`config.mk`:
```
export PLATFORM = sky130hd
export DESIGN_NAME = smre_ctrl
export DESIGN_NICKNAME = d
export VERILOG_FILES = /design/src/rtl/core/swap_mtf_rice_symbol_encoder_core_macros.svh /design/src/rtl/core/smre_pkg.sv /design/src/rtl/core/smre_ctrl.sv
export SDC_FILE = /design/constraint.sdc
export NUM_CORES = 1
export LEC_CHECK = 0
export BUFFER_PORTS_ARGS = -buffer_cell sky130_fd_sc_hd__buf_2
export CAP_MARGIN = 20
export CELL_PAD_IN_SITES_DETAIL_PLACEMENT = 1
export CELL_PAD_IN_SITES_GLOBAL_PLACEMENT = 1
export CORE_AREA = 2 2 44 46
export DETAILED_ROUTE_END_ITERATION = 8
export DIE_AREA = 0 0 46 48
export PLACE_DENSITY_LB_ADDON = 0.12
export SYNTH_ARGS = -nofsm -noshare
export SYNTH_HDL_FRONTEND = slang
export SYNTH_SLANG_ARGS = --single-unit
```
`constraint.sdc`:
```
create_clock -name clk -period 3.1 [get_ports clk]
set_input_delay 0.31 -clock clk [delete_from_list [all_inputs] [get_ports clk]]
set_output_delay 0.31 -clock clk [all_outputs]
set_load 0.05 [all_outputs]
```
`src/rtl/core/swap_mtf_rice_symbol_encoder_core_macros.svh`:
```
// Assertion macros for the symbol encoder core
`ifndef SWAP_MTF_RICE_SYMBOL_ENCODER_CORE_MACROS_SVH
`define SWAP_MTF_RICE_SYMBOL_ENCODER_CORE_MACROS_SVH
`define SMRE_ASSERT_IMP(label, clk, rst, a, c) \
  label: assert property (@(posedge clk) disable iff (rst) (a) |-> (c)) else $error("label");
`define SMRE_ASSERT_NXT(label, clk, rst, a, c) \
  label: assert property (@(posedge clk) disable iff (rst) (a) |=> (c)) else $error("label");
`endif

```
`src/rtl/core/smre_pkg.sv`:
```
// ----------------------------------------------------------------------------
// smre_pkg
// Types and constants shared by the symbol encoder core.
// ----------------------------------------------------------------------------
`timescale 1ns / 1ps
package smre_pkg;
  localparam logic [1:0] MODE_ENCODE   = 2'd0;
  localparam logic [1:0] MODE_FLUSH    = 2'd1;
  localparam logic [1:0] MODE_IDENTITY = 2'd2;
  localparam logic [1:0] MODE_REVERSE  = 2'd3;
  localparam logic [3:0] RESET_K       = 4'd2;

  typedef struct packed {
    logic       clear_start;
    logic       clear_reverse;
    logic       load_k;
    logic       rd_pos;
    logic       rd_sym;
    logic       swap_wr;
    logic       code_build;
    logic       flush_build;
    logic       emit;
  } smre_cmd_t;

  typedef struct packed {
    logic       clear_done;
    logic       no_move;
    logic [1:0] n_bytes;
    logic       pend_nonzero;
  } smre_sts_t;
endpackage

```
`src/rtl/core/smre_ctrl.sv`:
```
// ----------------------------------------------------------------------------
// smre_ctrl
// Sequencer for clearing, lookup, swap, coding and byte emission.
// ----------------------------------------------------------------------------
`timescale 1ns / 1ps
module smre_ctrl import smre_pkg::*; (
  input  logic       clk,
  input  logic       rst,
  input  logic       in_valid,
  input  logic [1:0] in_mode,
  output logic       in_ready,
  input  logic       out_ready,
  output logic       out_valid,
  output logic       out_last,
  output logic [1:0] out_sel,
  input  smre_sts_t  sts,
  output smre_cmd_t  cmd
);
  localparam logic [2:0] S_CLEAR = 3'd0;
  localparam logic [2:0] S_IDLE  = 3'd1;
  localparam logic [2:0] S_POS   = 3'd2;
  localparam logic [2:0] S_SYM   = 3'd3;
  localparam logic [2:0] S_SWAP  = 3'd4;
  localparam logic [2:0] S_EMIT  = 3'd5;

  logic [2:0] state, state_next;
  logic [1:0] idx, idx_next;
  logic [1:0] cnt, cnt_next;
  logic       acc;

  assign in_ready  = (state == S_IDLE);
  assign acc       = in_valid && in_ready;
  assign out_valid = (state == S_EMIT);
  assign out_sel   = idx;
  assign out_last  = (idx + 2'd1 == cnt);

  always_comb begin
    state_next = state;
    idx_next   = idx;
    cnt_next   = cnt;
    cmd        = '0;
    unique case (state)
      S_CLEAR: begin
        if (sts.clear_done) state_next = S_IDLE;
      end
      S_IDLE: begin
        if (acc) begin
          unique case (in_mode)
            MODE_ENCODE: begin
              cmd.rd_pos = 1'b1;
              state_next = S_POS;
            end
            MODE_FLUSH: begin
              if (sts.pend_nonzero) begin
                cmd.flush_build = 1'b1;
                idx_next   = 2'd0;
                cnt_next   = 2'd1;
                state_next = S_EMIT;
              end
            end
            default: begin
              cmd.clear_start   = 1'b1;
              cmd.clear_reverse = (in_mode == MODE_REVERSE);
              cmd.load_k        = 1'b1;
              state_next        = S_CLEAR;
            end
          endcase
        end
      end
      S_POS: begin
        cmd.rd_sym = 1'b1;
        state_next = S_SYM;
      end
      S_SYM: begin
        state_next = S_SWAP;
      end
      S_SWAP: begin
        cmd.swap_wr    = !sts.no_move;
        cmd.code_build = 1'b1;
        idx_next       = 2'd0;
        cnt_next       = sts.n_bytes;
        state_next     = (sts.n_bytes == 2'd0) ? S_IDLE : S_EMIT;
      end
      S_EMIT: begin
        if (out_ready) begin
          cmd.emit = 1'b1;
          idx_next = idx + 2'd1;
          if (out_last) state_next = S_IDLE;
        end
      end
      default: state_next = S_IDLE;
    endcase
  end

  always_ff @(posedge clk) begin
    if (rst) begin
      state <= S_CLEAR;
      idx   <= '0;
      cnt   <= '0;
    end else begin
      state <= state_next;
      idx   <= idx_next;
      cnt   <= cnt_next;
    end
  end
endmodule

```
# Word-level counts from Yosys, hierarchy flattened
# Cells that the tools add are included.
[op_classes]
n_mux = 29
add_sub_neg = 1
reduce_logical = 11
n_eq_ne = 15
[op_table]
columns = ["operator", "count"]
rows = [
  ["$mux W3", 7],
  ["$pmux W3 S6", 1],
  ["$mux W2", 8],
  ["$reduce_and A5 Y1", 2],
  ["$mux W1", 8],
  ["$mux W4", 2],
  ["$ne A2 B1 Y1 const B", 4],
  ["$eq A3 B2 Y1 const B", 2],
  ["$eq A3 B3 Y1 const B", 2],
  ["$pmux W2 S3", 1],
  ["$pmux W3 S2", 1],
  ["$logic_not A2 Y1", 2],
  ["$ne A2 B2 Y1 const B", 2],
  ["$pmux W2 S2", 1],
  ["$reduce_and A4 Y1", 1],
  ["$eq A3 B1 Y1 const B", 1],
  ["$logic_not A3 Y1", 1],
  ["$ne A3 B3 Y1 const B", 1],
  ["$reduce_bool A3 Y1", 1],
  ["$add A2 B1 Y2 const B", 1],
  ["$eq A2 B1 Y1 const B", 1],
  ["$eq A2 B2 Y1", 1],
  ["$eq A2 B2 Y1 const B", 1],
  ["$reduce_bool A2 Y1", 1],
  ["3 further kinds", 3],
]
[word_totals]
reg_bits = 7
elab_cells = 59
inputBits = 11

# Depth between registers and ports, before layout
[logic_depth]
depth_word = 5
mapped_depth = 7
depth_no_buf = 6

# Least setup slack after synthesis
# Ideal clock, no wire load.
[synth_path]
kind = "register to output"
startpoint = "reg state[2]"
endpoint = "out cmd[7] (netlist name)"
stages_incl_launch_ff = 5
n_path_buf = 1
arrival_ns = 2.115
slack_ns = 0.675
required_time_ns = 2.790
cell_sequence = "dfxtp_1 buf_4 nor3b_4 and3_1 and2_1"
[synth_rtl]
columns = ["item", "line_no", "text"]
rows = [
  ["start, declared", "smre_ctrl.sv:26", "logic [2:0] state, state_next;"],
  ["start signal, assigned", "smre_ctrl.sv:101", "state <= state_next;"],
  ["end, declared", "smre_ctrl.sv:17", "output smre_cmd_t cmd"],
]

==> impl_results.md <==
- Via count: just under 600
- Main combinational cell family by area after synthesis: simple AND/OR/NAND/NOR gates
- Number of distinct library cells after synthesis: 33
- Post-route cell area: about 700 um^2
- First-pass GRT wire length: 2330 um
- Share of layout cells above drive strength 1: 0.400
- Die area: ~0.0022 mm^2
- DP HPWL: about 1300 um
- Clk_skew: around 0.017 ns
- Mapped cell area: 553 um^2
- Hold-fix buffer count after cts: 0
- Power per cell area: 548 mW/mm^2
- Post-placement cell area: between 600 and 700 um^2
- Core ar.: around 0.0017 mm^2
- #FFs+latches synth: 7
- Hold_ws: about 0.31 ns
- WP data arrival: roughly 1.7 ns
- WL met3: 91 um
- # Post-CTS Setup Buffers: 0
- Max Buffers Root-to-Sink: 2
- Final period util: 0.636
- DRC: 0
- Top cell type's share of synthesized area: 0.253
- Min cycle time layout: 1.97 ns
- F_max: 507 MHz
- EDFF count, synth: 0
- Clock latency on the worst-skew pair: ~0.26 ns
- Routed wl met2: 758 um
- Die Span X: between 40 and 50 um
- Critical Path End Type: primary output
- Hold Path Class: input pin to flop
- Highest routed metal layer: met4
- Fin cells: between 100 and 150
- Die height: 48 um
- Total CTS buffers: 3
- WP data required: roughly 2.8 ns
- Rows: 15
- CTS clk-pin slew, worst paths: around 0.070 ns
- Post-synthesis mux area share: 0.0362
- PortBufs: 24
- CTS tree: built
- H-tree depth: 1
- Commonest cells post-synth: a21oi_1, dfxtp_1
- Ys flop type: dfxtp_1
- Fin util: 0.412
- MaxCap Viol Count: 0
- Async SR Flop Fraction: 0
- # diodes: 0
- CTS-repair resized insts: 0
- RSZ-0062 raised after global routing: no
- Nets@finish: ~100
- WL/cell: 14.3 um
- Routability-driven placement congestion ratio: approximately 0.75
- Startpoint types: flop
- Area Overhead vs Synth: 25.8%
- Vias in the first global route: 529
- 1st-pass router iterations: 4
- Post-Synth Simple-Gate Area: 0.394
- Largest net degree at the start of global routing: 11
- Initial Util: 0.327
- Final Hold Fails: 0
- Clk sinks: 7
- Synth Instances: 65
- VDD IR max: 0.258 mV
- Detail Route Antenna Nets: 0
- R2R setup slack: between 1.5 and 2 ns
- Crit path max fanout: 10
- Synth Area in Compound Gates: 0.226
- Count of warnings emitted by yosys: 0
- Pleak: 0.353 nW
- Io pins: 25
- Worst slew pin tran: between 0.4 and 0.5 ns
- DRT met1 WL: roughly 650 um
- Clk root buf: clkbuf_4
- DR iter-0 viols: 11
- Post-Synth XOR/XNOR Area: 0.0158
- Vias per std cell: 5.41
- Status: complete, no violations
- Crit Path Category: flop to primary output
- Adder-Cell Fraction of Synth Area: 0
- Syn_nets: between 70 and 80
- Count of final setup violators: 0
- Setup TNS Final: 0 ns
- Max-slew violation count: 0
- Initial antenna violation count: 0
- GRT Overall Usage: 0.154
- GR Overflow Total: 0
- Largest area contributor in the netlist: dfxtp_1
- Most area-consuming cells after synthesis: dfxtp_1, a21oi_1, nor2b_1
- Relative slew slack: 0.677
- Mean Syn Cell Area: roughly 8.5 um^2
- Register area share after synthesis: 0.253
- Number of placed cells counting well taps: between 100 and 150
- Final wirelength: ~1500 um
-- power by group --
group	total (mW)	leakage, nW	switching [mW]	internal (mW)
clock network	0.0870	0.0177	0.0397	0.0474
logic	0.172	0.278	0.111	0.0612
registers	0.122	0.0572	0.0214	0.101
-- flip-flops by register name, summed over array words and instances (netlist names) --
| signal | count |
|---|---|
| state | 3 |
| out_sel | 2 |
| cnt | 2 |
-- stage by stage --
step | power (mW) | worst slack [ns]
after floorplan | 0.259 | 0.675
after global placement | 0.293 | 1.47
after detailed placement | 0.297 | 1.41
after CTS | 0.384 | 1.13
after global routing | 0.401 | 1.06
final | 0.381 | 1.13
-- final timing paths --
kind | startpoint | depth (start not counted) | endpoint
hold reg to reg | cnt[1] | 2 | cnt[1]
setup reg to reg | state[2] | 4 | state[1]
hold / removal | sts[2] | 3 | cnt[1]
setup / recovery | state[2] | 4 | cmd[7]
-- logic make-up after synthesis --
logic type,Yosys count
AO/OA/AOI/OAI,18
XOR/XNOR,1
buffers and inverters,7
flip-flops,7
multiplexers,2
AND/OR/NAND/NOR,30
-- per-layer routing --
layer  global-route usage  up-vias
met1                0.174      267
met2                0.261       27
met3               0.0340        4
li1                     -      281
met4                0.103        0
met5                    0        -
-- layout make-up --
cell class	instances	area, um^2
inverters	4	15.0
multi-input cells	51	372
flip-flops and latches	7	140
clock buffers	3	22.5
fillers	216	993
repair buffers	24	120
clock inverters	1	5.00
well taps	17	21.3
-- cells in the final DEF, fill, tap and decap left out, types with 3 or more instances in the layout --
cell,count
buf_2,24
a21oi_1,7
dfxtp_1,7
nor2_1,4
nand2_1,4
nor2b_1,4
o21ai_0,4
and3_1,3
inv_1,3
nand2b_1,3
clkbuf_4,3
-- worst max-delay path, cell delays in order (launching register included) --
cell and delay (ns):
dfxtp_1 0.46, nor3b_4 0.33, and3_1 0.23, and2_1 0.12, buf_2 0.25
(Power assumes the default switching activity.)
